$ cat config.mk
export PLATFORM = sky130hd
export DESIGN_NAME = image_header_dimension_sniffer
export DESIGN_NICKNAME = d
export VERILOG_FILES = /design/src/ihds_pkg.sv /design/src/ihds_core.sv /design/src/image_header_dimension_sniffer.sv
export SDC_FILE = /design/constraint.sdc
export NUM_CORES = 1
export LEC_CHECK = 0
export ABC_AREA = 0
export BUFFER_PORTS_ARGS = -buffer_cell sky130_fd_sc_hd__clkbuf_2
export CAP_MARGIN = 10
export CELL_PAD_IN_SITES_DETAIL_PLACEMENT = 1
export CELL_PAD_IN_SITES_GLOBAL_PLACEMENT = 1
export CORE_MARGIN = 8
export CORE_UTILIZATION = 42
export DETAILED_ROUTE_END_ITERATION = 10
export GPL_ROUTABILITY_DRIVEN = 0
export GPL_TIMING_DRIVEN = 0
export PLACE_DENSITY_LB_ADDON = 0.1
export SLEW_MARGIN = 25
export SYNTH_ARGS = -nofsm -noshare
export SYNTH_HDL_FRONTEND = slang
export SYNTH_HIERARCHICAL = 1
export SYNTH_SLANG_ARGS = --single-unit
$ cat constraint.sdc
create_clock -name i_clk -period 5.8 [get_ports i_clk]
set_input_delay 0.29 -clock i_clk [delete_from_list [all_inputs] [get_ports i_clk]]
set_output_delay 0.29 -clock i_clk [all_outputs]
set_load 0.01 [all_outputs]
$ cat src/ihds_pkg.sv
package ihds_pkg;

    localparam int DATA_W  = 8;
    localparam int TLEN_W  = 24;
    localparam int DIM_W   = 31;
    localparam int HOLD_W  = 32;
    localparam int SEG_W   = 16;

    // byte codes
    localparam logic [7:0] BYTE_FF   = 8'hFF;
    localparam logic [7:0] BYTE_SOI  = 8'hD8;
    localparam logic [7:0] BYTE_EOI  = 8'hD9;
    localparam logic [7:0] BYTE_RST0 = 8'hD0;
    localparam logic [7:0] BYTE_RST7 = 8'hD7;
    localparam logic [7:0] BYTE_SOF0 = 8'hC0;
    localparam logic [7:0] BYTE_SOFF = 8'hCF;
    localparam logic [7:0] BYTE_DHT  = 8'hC4;
    localparam logic [7:0] BYTE_JPG  = 8'hC8;
    localparam logic [7:0] BYTE_DAC  = 8'hCC;

    // input transfer payload
    typedef struct packed {
        logic [DATA_W-1:0] data_byte;
        logic [TLEN_W-1:0] total_length;
    } t_in;

    // result transfer payload
    typedef struct packed {
        logic [DIM_W-1:0] image_width;
        logic [DIM_W-1:0] image_height;
    } t_out;

    typedef enum logic [2:0] {
        PH_SIG,
        PH_SCAN,
        PH_MARKER,
        PH_LEN_HI,
        PH_LEN_LO,
        PH_SOF,
        PH_DONE
    } t_phase;

    // png signature byte at offset 0..7
    function automatic logic [7:0] png_sig(input logic [2:0] idx);
        logic [7:0] v;
        unique case (idx)
            3'd0: v = 8'h89;
            3'd1: v = 8'h50;
            3'd2: v = 8'h4E;
            3'd3: v = 8'h47;
            3'd4: v = 8'h0D;
            3'd5: v = 8'h0A;
            3'd6: v = 8'h1A;
            3'd7: v = 8'h0A;
            default: v = 8'h00;
        endcase
        return v;
    endfunction

    // start-of-frame marker test
    function automatic logic is_sof(input logic [7:0] m);
        return (m >= BYTE_SOF0) && (m <= BYTE_SOFF) &&
               (m != BYTE_DHT) && (m != BYTE_JPG) && (m != BYTE_DAC);
    endfunction

endpackage

$ cat src/ihds_core.sv
module ihds_core #(
    parameter int LENGTH_BITS = 24
) (
    input  logic          i_clk,
    input  logic          i_rst_n,
    input  logic          i_accept,
    input  ihds_pkg::t_in i_in,
    output logic          o_last,
    output ihds_pkg::t_out o_result
);
    import ihds_pkg::*;

    localparam int LB  = LENGTH_BITS;
    localparam int LB1 = LENGTH_BITS + 1;

    t_phase           r_phase, n_phase;
    logic [LB-1:0]    r_pos, n_pos;
    logic             r_png_ok, n_png_ok;
    logic             r_jpeg_ok, n_jpeg_ok;
    logic [7:0]       r_marker, n_marker;
    logic [SEG_W-1:0] r_seglen, n_seglen;
    logic [LB-1:0]    r_nmp, n_nmp;
    logic [HOLD_W-1:0] r_width, n_width;
    logic [HOLD_W-1:0] r_height, n_height;

    logic [31:0]      len32;
    logic [LB-1:0]    len;
    logic [7:0]       b;
    logic [LB1-1:0]   pos_x;
    logic [LB1-1:0]   len_x;

    assign len32 = {{(32-TLEN_W){1'b0}}, i_in.total_length};
    assign len   = len32[LB-1:0];
    assign b     = i_in.data_byte;
    assign pos_x = {1'b0, r_pos};
    assign len_x = {1'b0, len};

    // state registers
    always_ff @(posedge i_clk) begin
        if (!i_rst_n) begin
            r_phase   <= PH_SIG;
            r_pos     <= '0;
            r_png_ok  <= 1'b1;
            r_jpeg_ok <= 1'b1;
            r_marker  <= '0;
            r_seglen  <= '0;
            r_nmp     <= LB'(2);
            r_width   <= '0;
            r_height  <= '0;
        end else if (i_accept) begin
            r_phase   <= n_phase;
            r_pos     <= n_pos;
            r_png_ok  <= n_png_ok;
            r_jpeg_ok <= n_jpeg_ok;
            r_marker  <= n_marker;
            r_seglen  <= n_seglen;
            r_nmp     <= n_nmp;
            r_width   <= n_width;
            r_height  <= n_height;
        end
    end

    // per-byte parse step
    always_comb begin
        logic [LB1-1:0]   p1;
        logic [LB1-1:0]   p3;
        logic [LB1-1:0]   p9;
        logic [SEG_W-1:0] sl;
        logic [LB1-1:0]   seg_end;
        logic [LB-1:0]    sof_off;
        logic             last;

        p1      = pos_x + LB1'(1);
        p3      = pos_x + LB1'(3);
        p9      = pos_x + LB1'(9);
        sl      = r_seglen | {8'h00, b};
        seg_end = {1'b0, r_nmp} + LB1'(sl);
        sof_off = r_pos - r_nmp;
        last    = !(p1 < len_x);

        n_phase   = r_phase;
        n_png_ok  = r_png_ok;
        n_jpeg_ok = r_jpeg_ok;
        n_marker  = r_marker;
        n_seglen  = r_seglen;
        n_nmp     = r_nmp;
        n_width   = r_width;
        n_height  = r_height;

        // signature checks
        if (r_pos < LB'(8) && b != png_sig(r_pos[2:0])) begin
            n_png_ok = 1'b0;
        end
        if (r_pos == LB'(0) && b != BYTE_FF) begin
            n_jpeg_ok = 1'b0;
        end
        if (r_pos == LB'(1) && b != BYTE_SOI) begin
            n_jpeg_ok = 1'b0;
        end

        // png dimension words, or one step of the jpeg marker walk
        if (n_png_ok) begin
            if (r_pos >= LB'(16) && r_pos < LB'(20)) begin
                n_width = {r_width[HOLD_W-9:0], b};
            end else if (r_pos >= LB'(20) && r_pos < LB'(24)) begin
                n_height = {r_height[HOLD_W-9:0], b};
            end
        end else if (n_jpeg_ok && r_pos >= LB'(2)) begin
            unique case (r_phase)
                PH_SCAN: begin
                    if (r_pos == r_nmp) begin
                        if (!(p9 < len_x)) begin
                            n_phase = PH_DONE;
                        end else if (b == BYTE_FF) begin
                            n_phase = PH_MARKER;
                        end else begin
                            n_nmp = p1[LB-1:0];
                        end
                    end
                end
                PH_MARKER: begin
                    n_nmp = p1[LB-1:0];
                    if (b == BYTE_SOI || b == BYTE_EOI ||
                        (b >= BYTE_RST0 && b <= BYTE_RST7)) begin
                        n_phase = PH_SCAN;
                    end else if (p3 > len_x) begin
                        n_phase = PH_DONE;
                    end else begin
                        n_marker = b;
                        n_phase  = PH_LEN_HI;
                    end
                end
                PH_LEN_HI: begin
                    n_seglen = {b, 8'h00};
                    n_phase  = PH_LEN_LO;
                end
                PH_LEN_LO: begin
                    n_seglen = sl;
                    if (sl < SEG_W'(2) || seg_end > len_x) begin
                        n_phase = PH_DONE;
                    end else if (is_sof(r_marker)) begin
                        n_phase = (sl >= SEG_W'(7)) ? PH_SOF : PH_DONE;
                    end else begin
                        n_nmp   = seg_end[LB-1:0];
                        n_phase = PH_SCAN;
                    end
                end
                PH_SOF: begin
                    unique case (sof_off)
                        LB'(3): n_height = {16'h0000, b, 8'h00};
                        LB'(4): n_height = r_height | {24'h000000, b};
                        LB'(5): n_width  = {16'h0000, b, 8'h00};
                        LB'(6): begin
                            n_width = r_width | {24'h000000, b};
                            if (n_width == '0 || r_height == '0) begin
                                n_width  = '0;
                                n_height = '0;
                            end
                            n_phase = PH_DONE;
                        end
                        default: ;
                    endcase
                end
                default: ;
            endcase
        end

        // second byte decides whether the walk starts
        if (r_pos == LB'(1)) begin
            n_phase = n_jpeg_ok ? PH_SCAN : PH_DONE;
        end

        // result on the last byte
        o_last   = last;
        o_result = '0;
        if (len >= LB'(2)) begin
            if (n_png_ok) begin
                if (len >= LB'(24) && n_width != '0 && n_height != '0 &&
                    !n_width[HOLD_W-1] && !n_height[HOLD_W-1]) begin
                    o_result.image_width  = n_width[DIM_W-1:0];
                    o_result.image_height = n_height[DIM_W-1:0];
                end
            end else if (n_jpeg_ok) begin
                o_result.image_width  = n_width[DIM_W-1:0];
                o_result.image_height = n_height[DIM_W-1:0];
            end
        end

        // advance, or return to the start state for the next file
        if (last) begin
            n_pos     = '0;
            n_phase   = PH_SIG;
            n_png_ok  = 1'b1;
            n_jpeg_ok = 1'b1;
            n_marker  = '0;
            n_seglen  = '0;
            n_nmp     = LB'(2);
            n_width   = '0;
            n_height  = '0;
        end else begin
            n_pos = p1[LB-1:0];
        end
    end

endmodule

$ cat src/image_header_dimension_sniffer.sv
// channel   direction  valid       ready        payload
// input     in         i_in_valid  o_in_ready   i_in_data  (data_byte, total_length)
// result    out        o_out_valid i_out_ready  o_out_data (image_width, image_height)
//
// one byte is taken per cycle while o_in_ready is high; the parse state updates in the cycle of the transfer
// the result of a file appears in the cycle after its last byte, through one output register
// o_in_ready drops only while a result waits and i_out_ready is low
// reset is synchronous, active low, and returns the parser to the start of a file
module image_header_dimension_sniffer #(
    parameter int LENGTH_BITS = 24
) (
    input  logic           i_clk,
    input  logic           i_rst_n,
    input  logic           i_in_valid,
    output logic           o_in_ready,
    input  ihds_pkg::t_in  i_in_data,
    output logic           o_out_valid,
    input  logic           i_out_ready,
    output ihds_pkg::t_out o_out_data
);
    import ihds_pkg::*;

    logic   in_xfer;
    logic   last;
    t_out   result;
    logic   r_out_valid;
    t_out   r_out_data;

    assign o_in_ready = !r_out_valid || i_out_ready;
    assign in_xfer    = i_in_valid && o_in_ready;

    // header parser
    ihds_core #(
        .LENGTH_BITS(LENGTH_BITS)
    ) u_core (
        .i_clk    (i_clk),
        .i_rst_n  (i_rst_n),
        .i_accept (in_xfer),
        .i_in     (i_in_data),
        .o_last   (last),
        .o_result (result)
    );

    // output register
    always_ff @(posedge i_clk) begin
        if (!i_rst_n) begin
            r_out_valid <= 1'b0;
        end else if (in_xfer && last) begin
            r_out_valid <= 1'b1;
        end else if (i_out_ready) begin
            r_out_valid <= 1'b0;
        end
    end

    always_ff @(posedge i_clk) begin
        if (in_xfer && last) begin
            r_out_data <= result;
        end
    end

    assign o_out_valid = r_out_valid;
    assign o_out_data  = r_out_data;

endmodule

==> report_table.html <==
<table>
<tr><th>Metric</th><th>Value</th></tr>
<tr><th colspan="2">Outcome</th></tr>
<tr><td>Outcome</td><td>finished with violations</td></tr>
<tr><td>Violations in the final reports</td><td>negative setup slack</td></tr>
<tr><th colspan="2">Clock tree</th></tr>
<tr><td>Clock latency on the worst-skew pair</td><td>0.55 ns</td></tr>
<tr><td>Clock tree from TritonCTS</td><td>yes</td></tr>
<tr><td>Max clock buf depth</td><td>3</td></tr>
<tr><td>Clock buffers created by TritonCTS</td><td>26</td></tr>
<tr><td>Deepest level of the CTS H-tree</td><td>1</td></tr>
<tr><td>CTS Sinks</td><td>211</td></tr>
<tr><td>Number of hold-repair buffers added at the cts stage</td><td>0</td></tr>
<tr><td>Cell chosen for the clock root</td><td>clkbuf_16</td></tr>
<tr><td>Clock transition time at the flip-flop clock pins of the worst setup and hold paths</td><td>0.06 ns</td></tr>
<tr><th colspan="2">Worst setup path</th></tr>
<tr><td>Worst endpoint required time</td><td>6.10 ns</td></tr>
<tr><td>Kind of cell with the highest combined delay on the critical path</td><td>simple AND/OR/NAND/NOR gates</td></tr>
<tr><td>Critical Path Sink Type</td><td>register</td></tr>
<tr><td>Critical path class</td><td>reg2reg</td></tr>
<tr><td>Critical path, cell by cell</td><td>inv_4 &gt; ha_4 &gt; fa_2 &gt; and2b_1 &gt; nor3b_2 &gt; or4_1 &gt; or4_1 &gt; or4_1 &gt; or4b_4 &gt; a2111o_2 &gt; nor4_4 &gt; buf_4 &gt; nand2_2 &gt; a22oi_1 &gt; nand3_1 &gt; o41a_1 &gt; a31oi_4 &gt; buf_12 &gt; buf_12 &gt; buf_12 &gt; a21oi_1</td></tr>
<tr><td>Biggest cell delay along the critical path</td><td>0.55 ns</td></tr>
<tr><td>Critical Path Start Type</td><td>register</td></tr>
<tr><td>WP buf/inv</td><td>5</td></tr>
<tr><td>Endpoint arrival time on the critical path</td><td>6.65 ns</td></tr>
<tr><td>Highest fanout seen on the critical path</td><td>10</td></tr>
<tr><td>Critical-path top delay cell</td><td>or4_1</td></tr>
<tr><th colspan="2">Route</th></tr>
<tr><td>Number of nets still failing antenna checks after routing</td><td>0</td></tr>
<tr><td>Initial DRT Pass Iterations</td><td>7</td></tr>
<tr><td>Total routed wirelength</td><td>68.1 mm</td></tr>
<tr><td>Final routed wire length divided by cell count</td><td>25.0 um</td></tr>
<tr><td>Drc violations</td><td>0</td></tr>
<tr><td>Via-per-instance ratio</td><td>6.26</td></tr>
<tr><td>Vias post-DR</td><td>17069</td></tr>
<tr><td>Count of routing violations after the opening detailed-route iteration</td><td>1455</td></tr>
<tr><th colspan="2">Final layout</th></tr>
<tr><td>Multi-input combinational cell area</td><td>10800 um2</td></tr>
<tr><td>ANT cells</td><td>0</td></tr>
<tr><td>Final cell area excluding filler cells</td><td>19300 um2</td></tr>
<tr><td>Layout Area Growth over Synthesis</td><td>20.6%</td></tr>
<tr><td>Number of fill cells in the layout</td><td>4580</td></tr>
<tr><td>Ratio of cells with drive above 1 in the final layout</td><td>16.7%</td></tr>
<tr><td>Net count, final</td><td>2373</td></tr>
<tr><td>FF/Latch Area</td><td>4850 um2</td></tr>
<tr><td>Post-layout instance count excluding filler cells</td><td>2727</td></tr>
<tr><th colspan="2">Synthesis</th></tr>
<tr><td>Top-count cell post-synth</td><td>nor2_1</td></tr>
<tr><td>Share of synthesized area occupied by flip-flops and latches</td><td>30.3%</td></tr>
<tr><td>Synthesized area per cell</td><td>7.90 um2</td></tr>
<tr><td>Post-synth ARST share</td><td>0%</td></tr>
<tr><td>Portion of synthesized cell area occupied by the leading cell type</td><td>18.7%</td></tr>
<tr><td>FF+latch count, synth</td><td>211</td></tr>
<tr><td>Dominant cell type by area after synthesis</td><td>dfxtp_1</td></tr>
<tr><td>Post-synthesis cell area</td><td>16000 um2</td></tr>
<tr><td>Yosys warnings</td><td>6</td></tr>
<tr><td>EDFF count, synth</td><td>62</td></tr>
<tr><td>Yosys cell types</td><td>89</td></tr>
<tr><td>Cells after synthesis</td><td>2020</td></tr>
<tr><td>Most common flop cell mapped by yosys</td><td>dfxtp_1</td></tr>
<tr><td>Ranking of synthesized cells by instance count</td><td>nor2_1 (229), nand2_1 (208), a21oi_1 (158)</td></tr>
<tr><td>Post-Syn Nets</td><td>2197</td></tr>
<tr><td>Top cells by area in the synthesized netlist</td><td>dfxtp_1 (19%), edfxtp_1 (12%), ha_1 (11%), nor2_1 (5.4%), a21oi_1 (5.0%)</td></tr>
<tr><th colspan="2">Min path</th></tr>
<tr><td>Type of the worst min-delay path</td><td>in2reg</td></tr>
<tr><th colspan="2">Timing</th></tr>
<tr><td>Minimum clock period after layout</td><td>6.35 ns</td></tr>
<tr><td>Final setup slack of the worst path</td><td>-0.546 ns</td></tr>
<tr><td>Number of hold violations in the final report</td><td>0</td></tr>
<tr><td>Achievable Freq</td><td>158 MHz</td></tr>
<tr><td>Measured slew at the worst slew-check pin</td><td>1.07 ns</td></tr>
<tr><td>Final-layout worst hold slack</td><td>0.0310 ns</td></tr>
<tr><td>Max Slew Vio Count</td><td>0</td></tr>
<tr><td>Worst slew slack as a fraction of its limit</td><td>27.9%</td></tr>
<tr><td>Final count of negative-setup-slack endpoints</td><td>74</td></tr>
<tr><td>RSZ-0062 raised after global routing</td><td>true</td></tr>
<tr><td>Layout Skew</td><td>0.0164 ns</td></tr>
<tr><td>Final period utilization</td><td>109%</td></tr>
<tr><th colspan="2">Power</th></tr>
<tr><td>Worst IR Drop VDD</td><td>0.248 mV</td></tr>
<tr><td>P_leak</td><td>0.00805 uW</td></tr>
<tr><td>Power Density</td><td>194 nW/um2</td></tr>
<tr><th colspan="2">Floorplanning</th></tr>
<tr><td>Standard-cell rows</td><td>71</td></tr>
<tr><td>Core ar.</td><td>37600 um2</td></tr>
<tr><td>Ports placed on the boundary</td><td>100</td></tr>
<tr><td>Overall die width</td><td>211 um</td></tr>
<tr><td>Die height</td><td>211 um</td></tr>
<tr><td>Area of the die</td><td>44500 um2</td></tr>
<tr><td>Starting density of the core</td><td>42.5%</td></tr>
<tr><th colspan="2">Run</th></tr>
<tr><td>Count of maximum capacitance violations</td><td>0</td></tr>
<tr><th colspan="2">Placement</th></tr>
<tr><td>Port bufs</td><td>94</td></tr>
<tr><td>Detailed placer's ending HPWL</td><td>51.5 mm</td></tr>
<tr><td>Post-placement cell area</td><td>17200 um2</td></tr>
<tr><td>Cell count after placement</td><td>2627</td></tr>
<tr><th colspan="2">Global route</th></tr>
<tr><td>Vias in the first global route</td><td>16856</td></tr>
<tr><td>Antenna violations before repair</td><td>0</td></tr>
<tr><td>First-pass GRT wire length</td><td>101 mm</td></tr>
<tr><td>GRT Overall Usage</td><td>29.1%</td></tr>
<tr><td>Remaining Overflow, GRT</td><td>0</td></tr>
<tr><td>Largest net degree at the start of global routing</td><td>29</td></tr>
</table>
==> tightest hold or removal path, cell delays in order <==
cell and delay [ns]:
clkbuf_2 0.08, nand2b_4 0.13, a21boi_2 0.04
==> cell type report <==
cell class,instances,share of cell area [%]
Clock inverter,12,0.780
Clock buffer,36,4.00
Tap cell,511,3.32
Multi-Input combinational cell,1601,56.3
Sequential cell,211,25.2
Inverter,88,1.75
Buffer,117,3.24
Timing Repair Buffer,151,5.45
==> repair_timing <==
item / 4_1_cts / 5_1_grt
gates cloned: 4 / 2
gates resized for setup: 105 / 83
buffers inserted: 28 / 23
setup endpoints to repair: 273 / 226
pin swaps: 31 / 37
==> kinds of logic after synthesis <==
family,count (synthesis),synth area share (%)
adders and majority gates,141,11.1
DFF,211,30.3
muxes,21,1.34
and+or+nand+nor,824,25.2
buffers and inverters,208,4.99
AOI/OAI and AO/OA,515,21.5
xor gates and xnor gates,100,5.49
==> layer usage <==
metal  GRT usage, %  vias up  share of wire, %
met3           4.87      136               9.0
met1           40.2     8440                43
li1               -     7722                 -
met5              0        -                 0
met4           9.10        0               2.8
met2           45.6      771                45
==> registers in the layout (all words and copies together) (netlist names), named ones only <==
| signal | count |
|---|---|
| o_out_data | 62 |
| o_out_valid | 1 |
| u_core/r_height | 32 |
| u_core/r_jpeg_ok | 1 |
| u_core/r_marker | 8 |
| u_core/r_nmp | 24 |
| u_core/r_phase | 3 |
| u_core/r_png_ok | 1 |
| u_core/r_pos | 24 |
| u_core/r_seglen | 16 |
| u_core/r_width | 32 |
==> stage by stage <==
step	utilization [%]	worst slack (ns)	TNS [ns]	total power, uW
6_report	51.2	-0.546	-29.84	3730
5_1_grt	51.2	-0.647	-38.25	3820
4_1_cts	50.0	-0.690	-39.68	3710
3_5_place_dp	45.8	-1.88	-283.83	1930
3_3_place_gp	45.6	-1.75	-305.42	1920
2_1_floorplan	-	0.0135	0	1790
==> power by group <==
| part | internal, uW | leakage [uW] | switching, uW | total [uW] |
|---|---|---|---|---|
| Clock | 1060 | 0.000460 | 676 | 1740 |
| Sequential | 1520 | 0.00176 | 7.46 | 1530 |
| Combinational | 169 | 0.00583 | 296 | 465 |
==> path summary, 6_finish.rpt <==
| kind | from | endpoint | slack [ns] | depth (start not counted) |
|---|---|---|---|---|
| worst max-delay path | u_core/r_pos[0] | o_out_data[50] | -0.55 | 21 |
| worst min-delay path | i_out_ready | o_out_valid | 0.03 | 3 |
| worst max register to register | u_core/r_pos[0] | o_out_data[50] | -0.55 | 21 |
| worst min register to register | u_core/r_seglen[7] | u_core/r_seglen[7] | 0.47 | 2 |
==> cell usage in the layout, fill, tap and decap left out, drive strengths merged, types with 66 or more instances in the layout <==
cell	n
clkbuf	231
nor2	229
nand2	208
a21oi	159
dfxtp	149
ha	139
nand3	102
inv	86
o21ai	75
buf	73
a22oi	66
Power figures use the tool's default switching activity.
